**src/hdl/midpoint_ellipse_rasterizer_top_macros.svh**
```systemverilog
// Assertion macros for the ellipse rasterizer RTL
`ifndef MIDPOINT_ELLIPSE_RASTERIZER_TOP_MACROS_SVH
`define MIDPOINT_ELLIPSE_RASTERIZER_TOP_MACROS_SVH

`ifndef SYNTHESIS

// Consequent must hold in the same cycle as the antecedent
`define MER_ASSERT_NOW(lbl, clk, rst, ante, cons) \
   lbl: assert property (@(posedge clk) disable iff (rst) (ante) |-> (cons)) \
      else $error("mer assertion failed: same-cycle check");

// Consequent must hold in the cycle after the antecedent
`define MER_ASSERT_NEXT(lbl, clk, rst, ante, cons) \
   lbl: assert property (@(posedge clk) disable iff (rst) (ante) |=> (cons)) \
      else $error("mer assertion failed: next-cycle check");

`else

`define MER_ASSERT_NOW(lbl, clk, rst, ante, cons)

`define MER_ASSERT_NEXT(lbl, clk, rst, ante, cons)

`endif

`endif

```
**src/hdl/mer_pkg.sv**
```systemverilog
package mer_pkg;

   localparam int OUT_W    = 12;
   localparam int COLOUR_W = 8;

   // Request function codes
   localparam logic FUNC_START   = 1'b0;
   localparam logic FUNC_ADVANCE = 1'b1;

   typedef enum logic [3:0] {
      ST_IDLE,
      ST_SQ_RX,
      ST_SQ_RY,
      ST_GY,
      ST_D_INIT,
      ST_XX1,
      ST_YM2,
      ST_A1,
      ST_A2,
      ST_A3,
      ST_A4,
      ST_SEED,
      ST_STEP_A,
      ST_STEP_B,
      ST_EMIT
   } mer_state_type;

   typedef enum logic [3:0] {
      OP_NONE,
      OP_LOAD,
      OP_SQ_RX,
      OP_SQ_RY,
      OP_GY,
      OP_D_INIT,
      OP_XX1,
      OP_YM2,
      OP_A1,
      OP_A2,
      OP_A3,
      OP_A4,
      OP_SEED,
      OP_STEP_A,
      OP_STEP_B,
      OP_EMIT
   } mer_op_type;

   typedef struct packed {
      mer_op_type op;
   } mer_cmd_type;

   typedef struct packed {
      logic busy;
      logic region_two;
      logic grad_lt;
      logic y_zero;
      logic out_full;
   } mer_status_type;

endpackage

```
**src/hdl/mer_ctrl.sv**
```systemverilog
module mer_ctrl import mer_pkg::*; (
   input  logic           clock,
   input  logic           reset,
   input  logic           req_valid,
   input  logic           req_func,
   output logic           req_ready,
   input  logic           rsp_ready,
   input  mer_status_type status,
   output mer_cmd_type    cmd
);

   mer_state_type state_ff;
   mer_state_type state_in;

   // State register
   always_ff @(posedge clock) begin
      if (reset) begin
         state_ff <= ST_IDLE;
      end else begin
         state_ff <= state_in;
      end
   end

   // Sequence the datapath one operation per cycle, but hold in emit while a result waits untaken
   always_comb begin
      state_in  = state_ff;
      cmd.op    = OP_NONE;
      req_ready = 1'b0;
      case (state_ff)
         ST_IDLE: begin
            req_ready = 1'b1;
            if (req_valid) begin
               if (req_func == FUNC_START) begin
                  cmd.op   = OP_LOAD;
                  state_in = ST_SQ_RX;
               end else if (status.busy) begin
                  // leave region one once the gradients cross
                  if (status.region_two || status.grad_lt) begin
                     state_in = ST_STEP_A;
                  end else begin
                     state_in = ST_XX1;
                  end
               end
            end
         end
         ST_SQ_RX: begin
            cmd.op   = OP_SQ_RX;
            state_in = ST_SQ_RY;
         end
         ST_SQ_RY: begin
            cmd.op   = OP_SQ_RY;
            state_in = ST_GY;
         end
         ST_GY: begin
            cmd.op   = OP_GY;
            state_in = ST_D_INIT;
         end
         ST_D_INIT: begin
            cmd.op   = OP_D_INIT;
            state_in = ST_EMIT;
         end
         ST_XX1: begin
            cmd.op   = OP_XX1;
            state_in = ST_YM2;
         end
         ST_YM2: begin
            cmd.op   = OP_YM2;
            state_in = ST_A1;
         end
         ST_A1: begin
            cmd.op   = OP_A1;
            state_in = ST_A2;
         end
         ST_A2: begin
            cmd.op   = OP_A2;
            state_in = ST_A3;
         end
         ST_A3: begin
            cmd.op   = OP_A3;
            state_in = ST_A4;
         end
         ST_A4: begin
            cmd.op   = OP_A4;
            state_in = ST_SEED;
         end
         ST_SEED: begin
            cmd.op   = OP_SEED;
            state_in = ST_STEP_A;
         end
         ST_STEP_A: begin
            cmd.op   = OP_STEP_A;
            state_in = ST_STEP_B;
         end
         ST_STEP_B: begin
            cmd.op   = OP_STEP_B;
            state_in = ST_EMIT;
         end
         ST_EMIT: begin
            // hold until the output register frees up
            if (!status.out_full || rsp_ready) begin
               cmd.op   = OP_EMIT;
               state_in = ST_IDLE;
            end
         end
         default: begin
            state_in = ST_IDLE;
         end
      endcase
   end

endmodule

```
**config.mk**
```make
export PLATFORM = sky130hd
export DESIGN_NAME = mer_ctrl
export DESIGN_NICKNAME = d
export VERILOG_FILES = /design/src/hdl/midpoint_ellipse_rasterizer_top_macros.svh /design/src/hdl/mer_pkg.sv /design/src/hdl/mer_ctrl.sv
export SDC_FILE = /design/constraint.sdc
export NUM_CORES = 1
export LEC_CHECK = 0
export BUFFER_PORTS_ARGS = -buffer_cell sky130_fd_sc_hd__buf_2
export CORE_AREA = 4 4 41 43
export CTS_BUF_LIST = sky130_fd_sc_hd__clkbuf_4 sky130_fd_sc_hd__clkbuf_8
export DETAILED_ROUTE_END_ITERATION = 8
export DIE_AREA = 0 0 45 47
export MAX_ROUTING_LAYER = met4
export SLEW_MARGIN = 20
export SYNTH_ARGS = -nofsm -noshare
export SYNTH_HDL_FRONTEND = slang
export SYNTH_SLANG_ARGS = --single-unit
export TNS_END_PERCENT = 10
```
**constraint.sdc**
```tcl
create_clock -name clock -period 1.3 [get_ports clock]
set_input_delay 0.13 -clock clock [delete_from_list [all_inputs] [get_ports clock]]
set_output_delay 0.13 -clock clock [all_outputs]
set_load 0.005 [all_outputs]
```
# ---- Word level (Yosys, flattened, before mapping)
# Index checks and enable logic that the tools add are counted.
dict set report word_totals {
  out_inout_bits 5
  wordCells 35
  reg_bits 4
  inputBits 10
}
dict set report classes {
  muxes 11
  n_reduce_logical 6
  eq_ne 17
}
# cell count
set ops {}
lappend ops {{4-bit case mux with 15 select lines} 1}
lappend ops {{4-bit case mux with 14 select lines} 1}
lappend ops {{4-bit equality test (second input constant)} 7}
lappend ops {{4-bit two-way mux} 6}
lappend ops {{4-bit by 3-bit equality test with 1-bit output (second input constant)} 4}
lappend ops {{4-bit by 2-bit equality test with 1-bit output (second input constant)} 2}
lappend ops {{4-bit by 1-bit equality test with 1-bit output (second input constant)} 1}
lappend ops {{4-bit logical NOT} 1}
lappend ops {{2-bit != test (second input constant)} 2}
lappend ops {{1-bit two-way mux} 3}
lappend ops {{3-bit != test (second input constant)} 1}
lappend ops {{3-bit AND reduction} 1}
lappend ops {{1-bit logical OR} 2}
lappend ops {{2-bit OR reduction} 1}
lappend ops {{1-bit logical NOT} 1}

# ---- Longest topological paths before layout
dict set report depth {
  word_depth 6
  ltp_mapped 5
  ltp_nobuf 4
}

# ---- Worst setup path after synthesis
# OpenSTA, ideal clock, no wires.
dict set report synth_timing {
  path_type {reg2reg}
  start {reg state_ff[1]}
  end {reg state_ff[3]}
  t_required_ns 1.179
  stages_incl_launch_ff 5
  period_less_slack_ns 1.112
  arrival_time_ns 0.992
  setup_slack_ns 0.188
  setup_ns 0.121
  path_cell_list {dfxtp_1 buf_2 nor4_4 a211o_1 o22ai_1}
}
dict set report synth_via {
  elab_chain_cells 3
}
# item line
set synth_rtl {}
lappend synth_rtl {{from (decl)} mer_ctrl.sv:12} ;# mer_state_type state_ff;
lappend synth_rtl {{from (signal assigned)} mer_ctrl.sv:20} ;# state_ff <= state_in;
lappend synth_rtl {{4-bit equality test (tied with other cells)} mer_ctrl.sv:29} ;# case (state_ff)
lappend synth_rtl {{2-bit OR reduction (no line) (tied with other cells)} n/a}
lappend synth_rtl {{4-bit case mux with 14 select lines or 3-bit AND reduction (tied branches)} n/a}
# Several ways; a longest one is shown, not always the timed one.
# A chain may end at the register's enable or synchronous reset.

==> reports/results.env <==
OUTCOME='finished with violations'
VIOLATED_CHECKS='setup timing'
WORST-PATH-MAX-FANOUT=6
SYNTH.LIB_CELLS_USED.DISTINCT=26
FIN_TNS_SETUP_NS=-0.0163
PATH_CLK_SLEW_NS=0.04
IO_PINS=15
ENDPOINT_KIND='output port'
REQUIRED_NS=1.17
WORST_HOLD_MARGIN_NS=0.140
DRT-PASS1-ITER-COUNT=4
SEQ_AREA_FRAC_SYNTH=0.222
FP.COREAREA_MM2=0.00130
DRIVE_GT1_FRAC=0.529
CTS.ROOT.BUFFER_CELL='clkbuf_4'
CP-ENDPOINT='cmd[0]'
LARGEST-REGISTER='state_ff'
CTS_SINKS=4
NUM-FILL-CELLS=152
STARTPOINT_TYPE='flip-flop'
GRT_FIRST_PASS_WIRELENGTH_UM=1680
HPWLAFTERDP_UM=616
SYNTH_NETS=57
RRSETUPSLACK_NS=0.06
FFS_W_ASYNC_S_R_SYNTH=0
REMAINING_DRC_ERRORS=0
SYNTH.TOP_CELLS.BY_AREA='dfxtp_1 22%, o21ai_0 8.3%, nor4_4 5.9%'
CRITPATHBUFINV=1
SYNTH_SIMPLE_GATE_AREA_SHARE=0.257
TIMING_MAX_TRANSITION_VIOLATIONS_FINAL=0
SHARE_OF_THE_CLOCK_PERIOD_USED_BY_THE_WORST_PATH=1.01
ROUTE.FINAL.WIRE_LENGTH_UM=1110
MAX_BUFFERS_ROOT_TO_SINK=2
COUNT_OF_NETS_AFTER_FINISHING=80
TIMING.CRITICAL_PATH.ARRIVAL_NS=1.19
POST-PLACE-WS_NS=0.0779
POST_SYNTH_INSTANCE_AREA_UM2=360
FLOORPLAN.INITIALDENSITY=0.277
WL_PER_CELL_UM=13.3
LARGEST_REGISTER_FF_COUNT=4
AREA_GROWTH_PCT=54.5
GRT_ANTENNA_BEFORE_REPAIR=0
DRV.MAX_CAP_VIOLATION_COUNT=0
SYNTH_FF_TYPE='dfxtp_1'
DIE-WIDTH_UM=45
CRIT_CHAIN='a2111oi_2 > a211oi_2 > buf_2'
YOSYSTOPAREACELL='dfxtp_1'
YOSYS-MUX-AREA-FRACTION=0
SYNTH_AREA_PER_CELL_UM2=7.67
SETUP.WORST_PATH.CLASS='flip-flop to output port'
ROUTED_VIA_DENSITY=5.31
VIA_COUNT_OF_THE_FIRST_GLOBAL_ROUTING_PASS=397
YOSYSWARNINGCOUNT=0
WORSTSKEWPAIRLATENCY_NS=0.23
LEAKAGE_nW=0.249
ANTENNA_CELLS_INSERTED=0
SYNTH-COMPOUND-AREA-SHARE=0.417
VDD.IR_DROP.WORST_V=0.00121
GLOBAL_ROUTE_TOTAL_USAGE_ACROSS_EVERY_LAYER=0.111
DIE_HEIGHT_UM=47
VIA_COUNT=441
FIN_WORST_SKEW_NS=0.000654
DRTANTENNAVIOLNETS=0
CRIT_PATH_MAX_INCR_DELAY_NS=0.38
CP_NUM_CELLS=3
SYNTH.FF_LATCH_COUNT=4
SYNTH_ADDER_AREA_SHARE=0
FMAX_GHz=0.760
POST_ROUTE_WORST_SETUP_SLACK_NS=-0.0163
POST_SYNTH_XOR_AREA_FRACTION=0
CRITPATHSLOWESTCELL='a2111oi_2'
MAX_SLEW_MARGIN=0.738
CTS_TREE='yes'
COMBINATIONAL_FAMILY_WITH_THE_MOST_AREA_AFTER_SYNTHESIS='compound AO/OA/AOI/OAI gates'
PERIOD_MINUS_SLACK_NS=1.32
RSZ0062_AT_GRT='true'
PORT_BUFFERS=13
YOSYS-TOP-CELLS-COUNT='6 x o21ai_0, 4 x dfxtp_1'
TIGHTEST_SLEW_NS=0.391
CP_TOP_FAMILY='compound AO/OA/AOI/OAI gates'
SETUP-VIOLATIONS-FINAL=1
SYNTH_MOST_COMMON_CELL='o21ai_0'
CTS-HTREE-LEVELS=1
POST_SYNTH_INST_COUNT=47
FP-ROW-COUNT=13
OVERFLOW=0
POWER.DENSITY_CELL_AREA_mW_PER_MM2=2680
HOLD_PATH_CLASS='primary input to flip-flop'
DETAIL_ROUTE.ITER0.VIOLATIONS=8
FINAL_CORE_UTIL=0.428
PLACE.GP.CONGESTION=0.756
REG_TOP3='state_ff: 4 flops'
GRT_MAX_DEGREE=14
TIMING.RR.END='state_ff[3]$_SDFFE_PP0P_'
HOLD_VIOLATIONS_FINAL=0
WORST-R2R-CELL-COUNT=5
SYNTH_ENABLE_FLOP_CELLS=0
DIE_AREA_MM2=0.00212
SYNTHDOMINANTCELLAREASHARE=0.222
CTS_MADE_BUFFERS=3
WORST_SETUP_PATH_STARTPOINT='state_ff[1]$_SDFFE_PP0P_'
WORST_R2R_STARTPOINT='state_ff[3]$_SDFFE_PP0P_'
## kinds of logic after synthesis
logic type,Yosys count
buf+inv,7
compound gates,22
flops,4
simple gates,14
## power breakdown
group,internal (W),switching (W)
Clock,0.000103,0.0000464
Combinational,0.000548,0.000405
Sequential,0.000224,0.000168
Total,0.000874,0.000619
## stage by stage
| stage | cell area [um2] | std cells | power [W] |
|---|---|---|---|
| 2_1_floorplan | 360 | 47 | 0.000816 |
| 3_3_place_gp | 440 | 74 | 0.00101 |
| 3_5_place_dp | 440 | 74 | 0.00100 |
| 4_1_cts | 472 | 77 | 0.00119 |
| 5_1_grt | 557 | 83 | 0.00163 |
| 6_report | 557 | 83 | 0.00149 |
## placed cells by master (no fill, tap or decap)
cell / instances
clkbuf_2: 1
buf_4: 6
nand2b_1: 1
nor4_1: 1
a31o_1: 1
o21a_1: 1
a2111oi_2: 1
dfxtp_4: 4
o21ai_0: 3
nor2_1: 3
o22ai_1: 3
nand2b_4: 1
a21oi_1: 1
buf_6: 2
inv_1: 3
nor2b_1: 1
a21oi_2: 1
a21o_1: 2
nand2_1: 3
nor3_1: 1
buf_2: 13
a311oi_2: 1
clkbuf_4: 3
a221oi_1: 1
o211a_1: 1
and3_4: 1
a211oi_2: 1
o21ai_1: 3
a211o_1: 1
nor4_4: 1
o31ai_1: 1
nand3b_1: 1
## worst reg2reg max path: stages, from the launching register on
cell and delay (ns):
dfxtp_4 0.37, buf_6 0.12, nor4_4 0.26, buf_4 0.15
a211o_1 0.13, o22ai_1 0.08
## how the worst min path moves through the flow
stage                               end  cells after the start  slack (ns)  start
6_report       state_ff[0]$_SDFFE_PP0P_                      2        0.14  reset
5_1_grt        state_ff[0]$_SDFFE_PP0P_                      2        0.13  reset
4_1_cts        state_ff[0]$_SDFFE_PP0P_                      2        0.12  reset
3_5_place_dp   state_ff[0]$_SDFFE_PP0P_                      2        0.37  reset
3_3_place_gp   state_ff[0]$_SDFFE_PP0P_                      2        0.38  reset
2_1_floorplan  state_ff[0]$_SDFFE_PP0P_                      1        0.21  reset
## area by class of cell
cell class                 count  area (um2)  share of cell area
sequential                     4        95.1               0.171
tap                           15        18.8              0.0337
clock buffer                   3        22.5              0.0404
timing repair buffer          22         138               0.247
multi-input combinational     36         272               0.488
inverter                       3        11.3              0.0202
## metal layers
metal	routed length (um)	vias up	share of wire	GRT usage
met2	531	11	0.48	0.150
li1	-	222	-	-
met5	0	-	0	-
met1	495	206	0.45	0.152
met3	63	2	0.057	0.0268
met4	18	0	0.016	0.0526
## what timing repair did
action,4_1_cts,5_1_grt
hold buffers,0,0
pin swaps,1,2
buffers inserted,0,6
gates resized for setup,6,15
setup endpoints to repair,5,5
No activity file was read; power rests on OpenSTA's default activity.
