### src/hdl/midpoint_ellipse_rasterizer_top_macros.svh
// Assertion macros for the ellipse rasterizer RTL
`ifndef MIDPOINT_ELLIPSE_RASTERIZER_TOP_MACROS_SVH
`define MIDPOINT_ELLIPSE_RASTERIZER_TOP_MACROS_SVH

`ifndef SYNTHESIS

// Consequent must hold in the same cycle as the antecedent
`define MER_ASSERT_NOW(lbl, clk, rst, ante, cons) \
   lbl: assert property (@(posedge clk) disable iff (rst) (ante) |-> (cons)) \
      else $error("mer assertion failed: same-cycle check");

// Consequent must hold in the cycle after the antecedent
`define MER_ASSERT_NEXT(lbl, clk, rst, ante, cons) \
   lbl: assert property (@(posedge clk) disable iff (rst) (ante) |=> (cons)) \
      else $error("mer assertion failed: next-cycle check");

`else

`define MER_ASSERT_NOW(lbl, clk, rst, ante, cons)

`define MER_ASSERT_NEXT(lbl, clk, rst, ante, cons)

`endif

`endif

### src/hdl/mer_pkg.sv
package mer_pkg;

   localparam int OUT_W    = 12;
   localparam int COLOUR_W = 8;

   // Request function codes
   localparam logic FUNC_START   = 1'b0;
   localparam logic FUNC_ADVANCE = 1'b1;

   typedef enum logic [3:0] {
      ST_IDLE,
      ST_SQ_RX,
      ST_SQ_RY,
      ST_GY,
      ST_D_INIT,
      ST_XX1,
      ST_YM2,
      ST_A1,
      ST_A2,
      ST_A3,
      ST_A4,
      ST_SEED,
      ST_STEP_A,
      ST_STEP_B,
      ST_EMIT
   } mer_state_type;

   typedef enum logic [3:0] {
      OP_NONE,
      OP_LOAD,
      OP_SQ_RX,
      OP_SQ_RY,
      OP_GY,
      OP_D_INIT,
      OP_XX1,
      OP_YM2,
      OP_A1,
      OP_A2,
      OP_A3,
      OP_A4,
      OP_SEED,
      OP_STEP_A,
      OP_STEP_B,
      OP_EMIT
   } mer_op_type;

   typedef struct packed {
      mer_op_type op;
   } mer_cmd_type;

   typedef struct packed {
      logic busy;
      logic region_two;
      logic grad_lt;
      logic y_zero;
      logic out_full;
   } mer_status_type;

endpackage

### src/hdl/mer_dp.sv
module mer_dp import mer_pkg::*; #(
   parameter int RADIUS_BITS = 9,
   parameter int COORD_BITS  = 10
) (
   input  logic                    clock,
   input  logic                    reset,
   input  mer_cmd_type             cmd,
   input  logic [COORD_BITS-1:0]   req_centre_x,
   input  logic [COORD_BITS-1:0]   req_centre_y,
   input  logic [RADIUS_BITS-1:0]  req_radius_x,
   input  logic [RADIUS_BITS-1:0]  req_radius_y,
   input  logic [COLOUR_W-1:0]     req_pixel_colour,
   input  logic                    rsp_ready,
   output mer_status_type          status,
   output logic                    rsp_valid,
   output logic signed [OUT_W-1:0] px_right,
   output logic signed [OUT_W-1:0] px_left,
   output logic signed [OUT_W-1:0] py_lower,
   output logic signed [OUT_W-1:0] py_upper,
   output logic [COLOUR_W-1:0]     colour_out,
   output logic                    last_point
);

   localparam int R    = RADIUS_BITS;
   localparam int XW   = R + 1;
   localparam int SQW  = 2 * R;
   localparam int TAW  = 2 * R + 3;
   localparam int MAW  = SQW;
   localparam int MBW  = TAW;
   localparam int PW   = MAW + MBW;
   localparam int GW   = 3 * R + 4;
   localparam int DW   = 4 * R + 7;
   localparam int MW0  = (COORD_BITS > XW) ? COORD_BITS : XW;
   localparam int SW   = (MW0 > OUT_W) ? MW0 : OUT_W;

   // Held request fields
   logic [COORD_BITS-1:0] centre_x_ff;
   logic [COORD_BITS-1:0] centre_y_ff;
   logic [COLOUR_W-1:0]   colour_ff;
   logic [R-1:0]          rx_ff;
   logic [R-1:0]          ry_ff;

   // Walk state
   logic [XW-1:0]         off_x_ff;
   logic [R-1:0]          off_y_ff;
   logic [SQW-1:0]        rx_sq_ff;
   logic [SQW-1:0]        ry_sq_ff;
   logic signed [GW-1:0]  grad_x_ff;
   logic signed [GW-1:0]  grad_y_ff;
   logic signed [DW-1:0]  decision_ff;
   logic                  branch_ff;
   logic                  busy_ff;
   logic                  region_two_ff;
   logic                  out_valid_ff;

   // Seed temporaries
   logic [TAW-1:0]        ta_ff;
   logic [SQW-1:0]        tb_ff;
   logic [PW-1:0]         prod_ff;
   logic signed [DW-1:0]  acc_ff;

   // Shared multiplier
   logic [MAW-1:0]        mul_a;
   logic [MBW-1:0]        mul_b;
   logic [PW-1:0]         mul_p;
   logic [R-1:0]          y_minus;

   // Arithmetic views
   logic signed [DW-1:0]  rx_sq_d;
   logic signed [DW-1:0]  ry_sq_d;
   logic signed [DW-1:0]  prod_d;
   logic signed [DW-1:0]  gx_d;
   logic signed [DW-1:0]  gy_d;
   logic signed [DW-1:0]  d_init;
   logic signed [DW-1:0]  d_step;
   logic signed [DW-1:0]  acc_round;
   logic signed [GW-1:0]  two_rx_sq;
   logic signed [GW-1:0]  two_ry_sq;
   logic                  use_gx;
   logic                  use_gy;
   logic                  step_branch;
   logic [SW-1:0]         sum_xr;
   logic [SW-1:0]         sum_xl;
   logic [SW-1:0]         sum_yl;
   logic [SW-1:0]         sum_yu;

   // Select multiplier operands
   always_comb begin
      y_minus = off_y_ff - R'(1);
      mul_a   = '0;
      mul_b   = '0;
      case (cmd.op)
         OP_SQ_RX: begin
            mul_a = MAW'(rx_ff);
            mul_b = MBW'(rx_ff);
         end
         OP_SQ_RY: begin
            mul_a = MAW'(ry_ff);
            mul_b = MBW'(ry_ff);
         end
         OP_GY: begin
            mul_a = rx_sq_ff;
            mul_b = MBW'(ry_ff);
         end
         OP_XX1: begin
            mul_a = MAW'(off_x_ff);
            mul_b = MBW'(off_x_ff) + MBW'(1);
         end
         OP_YM2: begin
            mul_a = MAW'(y_minus);
            mul_b = MBW'(y_minus);
         end
         OP_A1: begin
            mul_a = ry_sq_ff;
            mul_b = ta_ff;
         end
         OP_A2: begin
            mul_a = rx_sq_ff;
            mul_b = MBW'(tb_ff);
         end
         OP_A3: begin
            mul_a = rx_sq_ff;
            mul_b = MBW'(ry_sq_ff);
         end
         default: begin
            mul_a = '0;
            mul_b = '0;
         end
      endcase
      mul_p = PW'(mul_a) * PW'(mul_b);
   end

   // Decision and gradient arithmetic
   always_comb begin
      rx_sq_d   = DW'(rx_sq_ff);
      ry_sq_d   = DW'(ry_sq_ff);
      prod_d    = DW'(prod_ff);
      gx_d      = DW'(grad_x_ff);
      gy_d      = DW'(grad_y_ff);
      two_rx_sq = GW'({rx_sq_ff, 1'b0});
      two_ry_sq = GW'({ry_sq_ff, 1'b0});
      // quarter terms round half up: floor((n + 2) / 4)
      d_init    = ((ry_sq_d <<< 2) - (prod_d <<< 2) + rx_sq_d + DW'(2)) >>> 2;
      acc_round = (acc_ff + DW'(2)) >>> 2;
      // region one steps y on a non-negative decision, region two steps x on a
      // non-positive one
      if (region_two_ff) begin
         step_branch = (decision_ff == '0) || decision_ff[DW-1];
      end else begin
         step_branch = !decision_ff[DW-1];
      end
      use_gx = !region_two_ff || branch_ff;
      use_gy = region_two_ff || branch_ff;
      d_step = decision_ff + (region_two_ff ? rx_sq_d : ry_sq_d)
             + (use_gx ? gx_d : '0) - (use_gy ? gy_d : '0);
   end

   // Mirrored pixel coordinates, wrapped to the output width
   always_comb begin
      sum_xr = SW'(centre_x_ff) + SW'(off_x_ff);
      sum_xl = SW'(centre_x_ff) - SW'(off_x_ff);
      sum_yl = SW'(centre_y_ff) + SW'(off_y_ff);
      sum_yu = SW'(centre_y_ff) - SW'(off_y_ff);
   end

   // Datapath registers
   always_ff @(posedge clock) begin
      case (cmd.op)
         OP_LOAD: begin
            centre_x_ff <= req_centre_x;
            centre_y_ff <= req_centre_y;
            colour_ff   <= req_pixel_colour;
            rx_ff       <= req_radius_x;
            ry_ff       <= req_radius_y;
            off_x_ff    <= '0;
            off_y_ff    <= req_radius_y;
            grad_x_ff   <= '0;
         end
         OP_SQ_RX: begin
            rx_sq_ff <= mul_p[SQW-1:0];
         end
         OP_SQ_RY: begin
            ry_sq_ff <= mul_p[SQW-1:0];
         end
         OP_GY: begin
            prod_ff <= mul_p;
         end
         OP_D_INIT: begin
            grad_y_ff   <= GW'({prod_ff, 1'b0});
            decision_ff <= d_init;
         end
         OP_XX1: begin
            ta_ff <= mul_p[TAW-1:0];
         end
         OP_YM2: begin
            tb_ff <= mul_p[SQW-1:0];
         end
         OP_A1: begin
            prod_ff <= mul_p;
         end
         OP_A2: begin
            acc_ff  <= (prod_d <<< 2) + ry_sq_d;
            prod_ff <= mul_p;
         end
         OP_A3: begin
            acc_ff  <= acc_ff + (prod_d <<< 2);
            prod_ff <= mul_p;
         end
         OP_A4: begin
            acc_ff <= acc_ff - (prod_d <<< 2);
         end
         OP_SEED: begin
            decision_ff <= acc_round;
         end
         OP_STEP_A: begin
            branch_ff <= step_branch;
            if (!region_two_ff || step_branch) begin
               off_x_ff  <= off_x_ff + XW'(1);
               grad_x_ff <= grad_x_ff + two_ry_sq;
            end
            if (region_two_ff || step_branch) begin
               off_y_ff  <= off_y_ff - R'(1);
               grad_y_ff <= grad_y_ff - two_rx_sq;
            end
         end
         OP_STEP_B: begin
            decision_ff <= d_step;
         end
         OP_EMIT: begin
            px_right   <= sum_xr[OUT_W-1:0];
            px_left    <= sum_xl[OUT_W-1:0];
            py_lower   <= sum_yl[OUT_W-1:0];
            py_upper   <= sum_yu[OUT_W-1:0];
            colour_out <= colour_ff;
            last_point <= (off_y_ff == '0);
         end
         default: begin
         end
      endcase
   end

   // Control flags and output valid
   always_ff @(posedge clock) begin
      if (reset) begin
         busy_ff       <= 1'b0;
         region_two_ff <= 1'b0;
         out_valid_ff  <= 1'b0;
      end else begin
         case (cmd.op)
            OP_LOAD: begin
               busy_ff       <= 1'b1;
               region_two_ff <= 1'b0;
            end
            OP_SEED: begin
               region_two_ff <= 1'b1;
            end
            OP_EMIT: begin
               busy_ff <= (off_y_ff != '0);
            end
            default: begin
            end
         endcase
         if (cmd.op == OP_EMIT) begin
            out_valid_ff <= 1'b1;
         end else if (rsp_ready) begin
            out_valid_ff <= 1'b0;
         end
      end
   end

   assign rsp_valid         = out_valid_ff;
   assign status.busy       = busy_ff;
   assign status.region_two = region_two_ff;
   assign status.grad_lt    = (grad_x_ff < grad_y_ff);
   assign status.y_zero     = (off_y_ff == '0);
   assign status.out_full   = out_valid_ff;

endmodule

### config.mk
export PLATFORM = sky130hd
export DESIGN_NAME = mer_dp
export DESIGN_NICKNAME = d
export VERILOG_FILES = /design/src/hdl/midpoint_ellipse_rasterizer_top_macros.svh /design/src/hdl/mer_pkg.sv /design/src/hdl/mer_dp.sv
export SDC_FILE = /design/constraint.sdc
export NUM_CORES = 2
export LEC_CHECK = 0
export BUFFER_PORTS_ARGS = -buffer_cell sky130_fd_sc_hd__buf_2
export CAP_MARGIN = 10
export CORE_MARGIN = 2
export CORE_UTILIZATION = 65
export CTS_CLUSTER_SIZE = 14
export DETAILED_ROUTE_END_ITERATION = 12
export GPL_ROUTABILITY_DRIVEN = 0
export GPL_TIMING_DRIVEN = 0
export PLACE_DENSITY = 0.9
export SYNTH_ARGS = -nofsm -noshare
export SYNTH_HDL_FRONTEND = slang
export SYNTH_SLANG_ARGS = --single-unit
### constraint.sdc
create_clock -name clock -period 12.3 [get_ports clock]
set_input_delay 1.845 -clock clock [delete_from_list [all_inputs] [get_ports clock]]
set_output_delay 1.845 -clock clock [all_outputs]
set_load 0.1 [all_outputs]
**Word level (Yosys, flattened, before mapping)**

Index checks and enable logic that the tools add are counted.

- Input bits: 53
- Bits in latches: 0
- ROM bits: 0
- Register bits after elaboration: 388
- Output and inout port bits: 63
- Logic and storage cells: 107
- Memories kept: 0
- Bits in writable memories: 0

- $lt $le $gt $ge: 1
- Shift-type cells: 0
- Bitwise gates (word level): 0
- Eq/ne operators: 17
- Multiplexer cells: 20
- Multipliers: 1
- Add/sub/neg operators: 19
- Divide/modulo/power cells: 0
- Reductions and logical operators: 23

Operators with widths:

| kind | count |
|---|---|
| $pmux 43 s3 | 2 |
| $pmux 21 s7 | 1 |
| $pmux 31 s2 | 2 |
| $pmux 18 s6 | 1 |
| $add 43x3->43 const B | 2 |
| $mux 43 | 2 |
| $mux 31 | 2 |
| $add 42x19->43 | 1 |
| $add 43x18->43 | 1 |
| $add 43x42->43 | 1 |
| $add 43x43->43 | 1 |
| $logic_not 43->1 | 1 |
| $sub 43x42->43 | 1 |
| $sub 43x43->43 | 1 |
| $add 41x18->42 | 1 |
| $sub 20x41->42 | 1 |
| $mul 18x21->39 | 1 |
| $eq 4x4->1 const B | 8 |
| $add 31x20->31 | 1 |
| $lt 31x31->1 | 1 |
| $sub 31x20->31 | 1 |
| $pmux 10 s2 | 1 |
| $mux 18 | 1 |
| $pmux 9 s2 | 1 |
| 25 further kinds | 45 |

**Logic depth before layout (Yosys ltp)**

- Word-level depth: 6
- Mapped depth: 33
- Gate-level depth less buffers: 32

**Least setup slack after synthesis**

Ideal clock, no wire load.

- Kind: input port to flip-flop
- Start: input port cmd[0] (netlist name)
- End: register prod_ff[37] (data pin)
- Required time: 12.042 ns
- Path slack: 1.716 ns
- Stages on the path: 29
- Library setup time: 0.258 ns
- Arrival time: 10.326 ns
- Cell sequence: clkbuf_1 -> nand2_1 -> nor3_1 -> a222oi_1 -> nand2_1 -> nor2_1 -> clkbuf_1 -> nor2_1 -> fa_1 -> inv_1 -> fa_1 -> fa_1 -> inv_1 -> fa_1 -> fa_1 -> inv_1 -> fa_1 -> inv_1 -> ha_1 -> a211oi_1 -> o21ai_0 -> a21o_1 -> a221o_1 -> o21ai_0 -> a311oi_1 -> or3_1 -> a31o_2 -> a21oi_1 -> xnor2_1

- Cells in the longest elaborated chain, start to end: 4
- Elaborated cells on any way between the ends: 13

Ends and longest elaborated chain:

| item | line | text |
|---|---|---|
| start: declaration | mer_dp.sv:7 | `input mer_cmd_type cmd,` |
| $eq 4x4->1, or another cell as far along | mer_dp.sv:92 | `case (cmd.op)` |
| $reduce_or 3->1 (no source line) or $reduce_or 2->1 (tied branches) | - |  |
| $pmux 18 s6 or $pmux 21 s7 (tied branches) | mer_dp.sv:92 |  |
| $mul 18x21->39 (*) | mer_dp.sv:130 | `mul_p = PW'(mul_a) * PW'(mul_b);` |
| net mul_p[37] | mer_dp.sv:65 | `logic [PW-1:0] mul_p;` |
| end signal: assignment | mer_dp.sv:186 | `prod_ff <= mul_p;` |
| end signal: assignment | mer_dp.sv:199 | `prod_ff <= mul_p;` |
| end signal: assignment | mer_dp.sv:203 | `prod_ff <= mul_p;` |
| end: declaration | mer_dp.sv:59 | `logic [PW-1:0] prod_ff;` |

The timed path passes the listed nets; every way through them passes the cells marked *.
A chain may end at the register's enable or synchronous reset.

**Worst setup path in the final report**

- Start: input port cmd[1] (netlist name)
- End: register prod_ff[28] (data pin)

Same word-level chain as after synthesis.

==> run summary <==
Outcome -> finished, violations left
Failing checks -> design-rule violations
Reg2reg path depth -> 29
CP endpoint kind -> flop
CTS Buffer Depth -> 3
Worst-Skew Late Latency -> 620 ps
Hold_buf cts -> 0
Worst slew pin tran -> 1370 ps
Yosys warnings -> 0
Crit path DAT -> 12,120 ps
RSZ-0062 raised after global routing -> no
PwrDens -> 110 nW/um^2
CP startpoint kind -> primary input
Post-synthesis instance area -> 43,000 sq um
Final Hold Vio Count -> 0
Post-route antenna net violation count -> 0
Max Cap Viol -> 0
Peak supply drop -> 0.000134 V
Critical R2R Capture -> prod_ff[37]$_DFFE_PP_
Chip width -> 261 um
Largest net degree at the start of global routing -> 42
Area grow syn2layout -> 7.86%
EDFF count, synth -> 376
Avg Synthesized Cell Area -> 9.14 sq um
Die area -> 68,300 sq um
Post-Syn Instances -> 4,706
Vias -> 38,300
Clock root cell -> clkbuf_16
Final HPWL DP -> 103,000 um
Design area -> 46,400 sq um
Area after DPL -> 45,000 sq um
CTS Buf Count -> 43
Vias per inst -> 6.62
Rel. slew slack -> 7.90%
Post-CTS Setup Inserts -> 0
Hold WS -> 418 ps
Max stage delay on crit path -> 1030 ps
I/O Pins -> 116
Post-Route WL -> 135,000 um
Layout cell share with drive strength beyond 1 -> 5.86%
Final Skew -> 27.4 ps
Period utilization -> 95.9%
I/O Buffers -> 112
CP max-delay cell -> o21ai_1
Initial antenna violation count -> 6
Reg2reg setup slack -> 2370 ps
Reg2reg start -> off_y_ff[1]$_DFFE_PP_
Commonest cells after routing, fill and taps aside -> 681 x inv_1, 440 x nand2_1, 418 x nor2_1, 377 x ha_1, 376 x edfxtp_1
# DRC -> 2
Max-slew violations -> 0
Fin crit period -> 11,800 ps
Lkg Pwr -> 20.7 nW
Hold Path Class -> reg2reg
Nets -> 5,684
Most frequent CP cell -> fa_1
H-tree level count -> 2
Seq/Total Area, Yosys -> 26.4%
Fmax -> 0.0848 GHz
Routed wire length per instance -> 23.3 um
Starting Density -> 65.6%
Clk sink count -> 379
Ys flop type -> edfxtp_1
Max FO, Critical Path -> 10
Worst Setup SP -> cmd[1]
Total GRT Usage -> 39.3%
# rows -> 94
Number of global-route vias before repair -> 38,900
Commonest non-fill, non-tap cell in the layout -> inv_1
Setup crit end -> prod_ff[28]$_DFFE_PP_
TritonCTS clock tree -> yes
Core area -> 65,600 sq um
CP Class -> in2reg
DRT iter0 DRCs -> 6,105
Die Y -> 261 um
1st-pass router iterations -> 13
FFs w/ async S/R, synth -> 0%
Yosys cell types -> 105
Finish-stage setup viols -> 0
Register bit count reported by yosys -> 379
WP data required -> 12,620 ps
Clock Pin Slew Worst Setup and Hold Paths -> 60 ps
Global route overflow -> 0
First-pass GRT wire length -> 207,000 um
-- where the power goes --
part / switching (mW) / leakage, nW / internal [mW] / total (mW)
combinational: 1.36 / 16.5 / 0.792 / 2.16
clock: 0.600 / 0.678 / 0.714 / 1.31
sequential: 0.0847 / 3.50 / 1.56 / 1.65
-- per-layer routing --
layer / part of all wire (%) / vias up / wire, um / global-route usage (%)
met5: 0.020 / - / 27 / 0
met4: 7.9 / 4 / 10700 / 25.5
met3: 15 / 843 / 20200 / 11.6
met2: 44 / 3098 / 59300 / 62.3
met1: 33 / 17900 / 44600 / 47.0
li1: - / 16400 / - / -
-- through the flow --
step	power, mW	setup slack, ps	TNS [ps]	utilization [%]	cells
detailed placement	3.69	87.5	0	68.6	5700
global placement	3.60	-1080	-7840	68.1	5683
CTS	4.99	578	0	70.7	5778
floorplan	3.15	1720	0	-	4707
finish	5.12	501	0	70.7	5781
global route	5.31	229	0	70.7	5781
-- worst max-delay path, delay by kind of cell --
family / cells / cell delay (ps)
AOI/OAI and AO/OA: 7 / 2720
adders and majority gates: 7 / 3580
buffers and inverters: 8 / 2910
muxes: 1 / 130
and+or+nand+nor: 5 / 910
-- cells in the mapped netlist, drive strengths merged, types with 64 or more instances --
cell | instances | area, sq um
and3 | 64 | 405
clkbuf | 125 | 470
edfxtp | 376 | 11300
ha | 377 | 4720
fa | 372 | 7450
o21ai | 249 | 1250
nor2 | 421 | 1580
a21o | 79 | 593
nor3 | 83 | 430
nand2 | 440 | 1650
a21oi | 216 | 1090
xnor2 | 210 | 1840
inv | 683 | 2560
nand3 | 92 | 460
xor2 | 138 | 1210
-- logic make-up (layout without fill, tap and decap cells) --
group	after synthesis	in the layout	synth area share, %
xor gates and xnor gates	348	348	7.08
other	1	4	0.00871
muxes	41	41	0.965
buffers and inverters	839	1047	7.49
DFF	379	379	26.4
and+or+nand+nor	1423	1423	15.7
adders and majority gates	749	749	28.3
AOI/OAI and AO/OA	926	926	14.1
-- final cells by class --
type / count / area [sq um]
flip-flops and latches: 379 / 11400
inverters: 684 / 2570
well taps: 864 / 1080
fillers: 4428 / 19200
diodes: 2 / 5.00
plain buffers: 155 / 657
clock inverters: 30 / 283
multi-input cells: 3489 / 28600
repair buffers: 130 / 813
clock buffers: 48 / 1090
-- how the worst min path moves through the flow --
stage	from	cells past startpoint	slack (ps)	to
2_1_floorplan	colour_ff[0]$_DFFE_PP_	0	400	colour_out[0]$_DFFE_PP_
3_3_place_gp	colour_ff[6]$_DFFE_PP_	0	400	colour_out[6]$_DFFE_PP_
3_5_place_dp	colour_ff[0]$_DFFE_PP_	0	410	colour_out[0]$_DFFE_PP_
4_1_cts	colour_ff[0]$_DFFE_PP_	0	420	colour_out[0]$_DFFE_PP_
5_1_grt	colour_ff[2]$_DFFE_PP_	0	420	colour_out[2]$_DFFE_PP_
6_report	colour_ff[0]$_DFFE_PP_	0	420	colour_out[0]$_DFFE_PP_
-- registers in the layout, summed over array words and instances, names as in the netlist, 10 cells and up --
signal	count
prod_ff	39
centre_y_ff	10
rx_sq_ff	18
px_left	10
grad_y_ff	30
py_upper	11
grad_x_ff	30
ta_ff	21
py_lower	10
off_x_ff	10
acc_ff	42
centre_x_ff	10
tb_ff	18
px_right	11
ry_sq_ff	18
decision_ff	43
-- timing repair --
action,CTS,global route
resized for setup,0,1
setup endpoints to repair,0,1
endpoints found under the hold margin,0,0
Note: power is estimated with default switching activity, not from simulation.
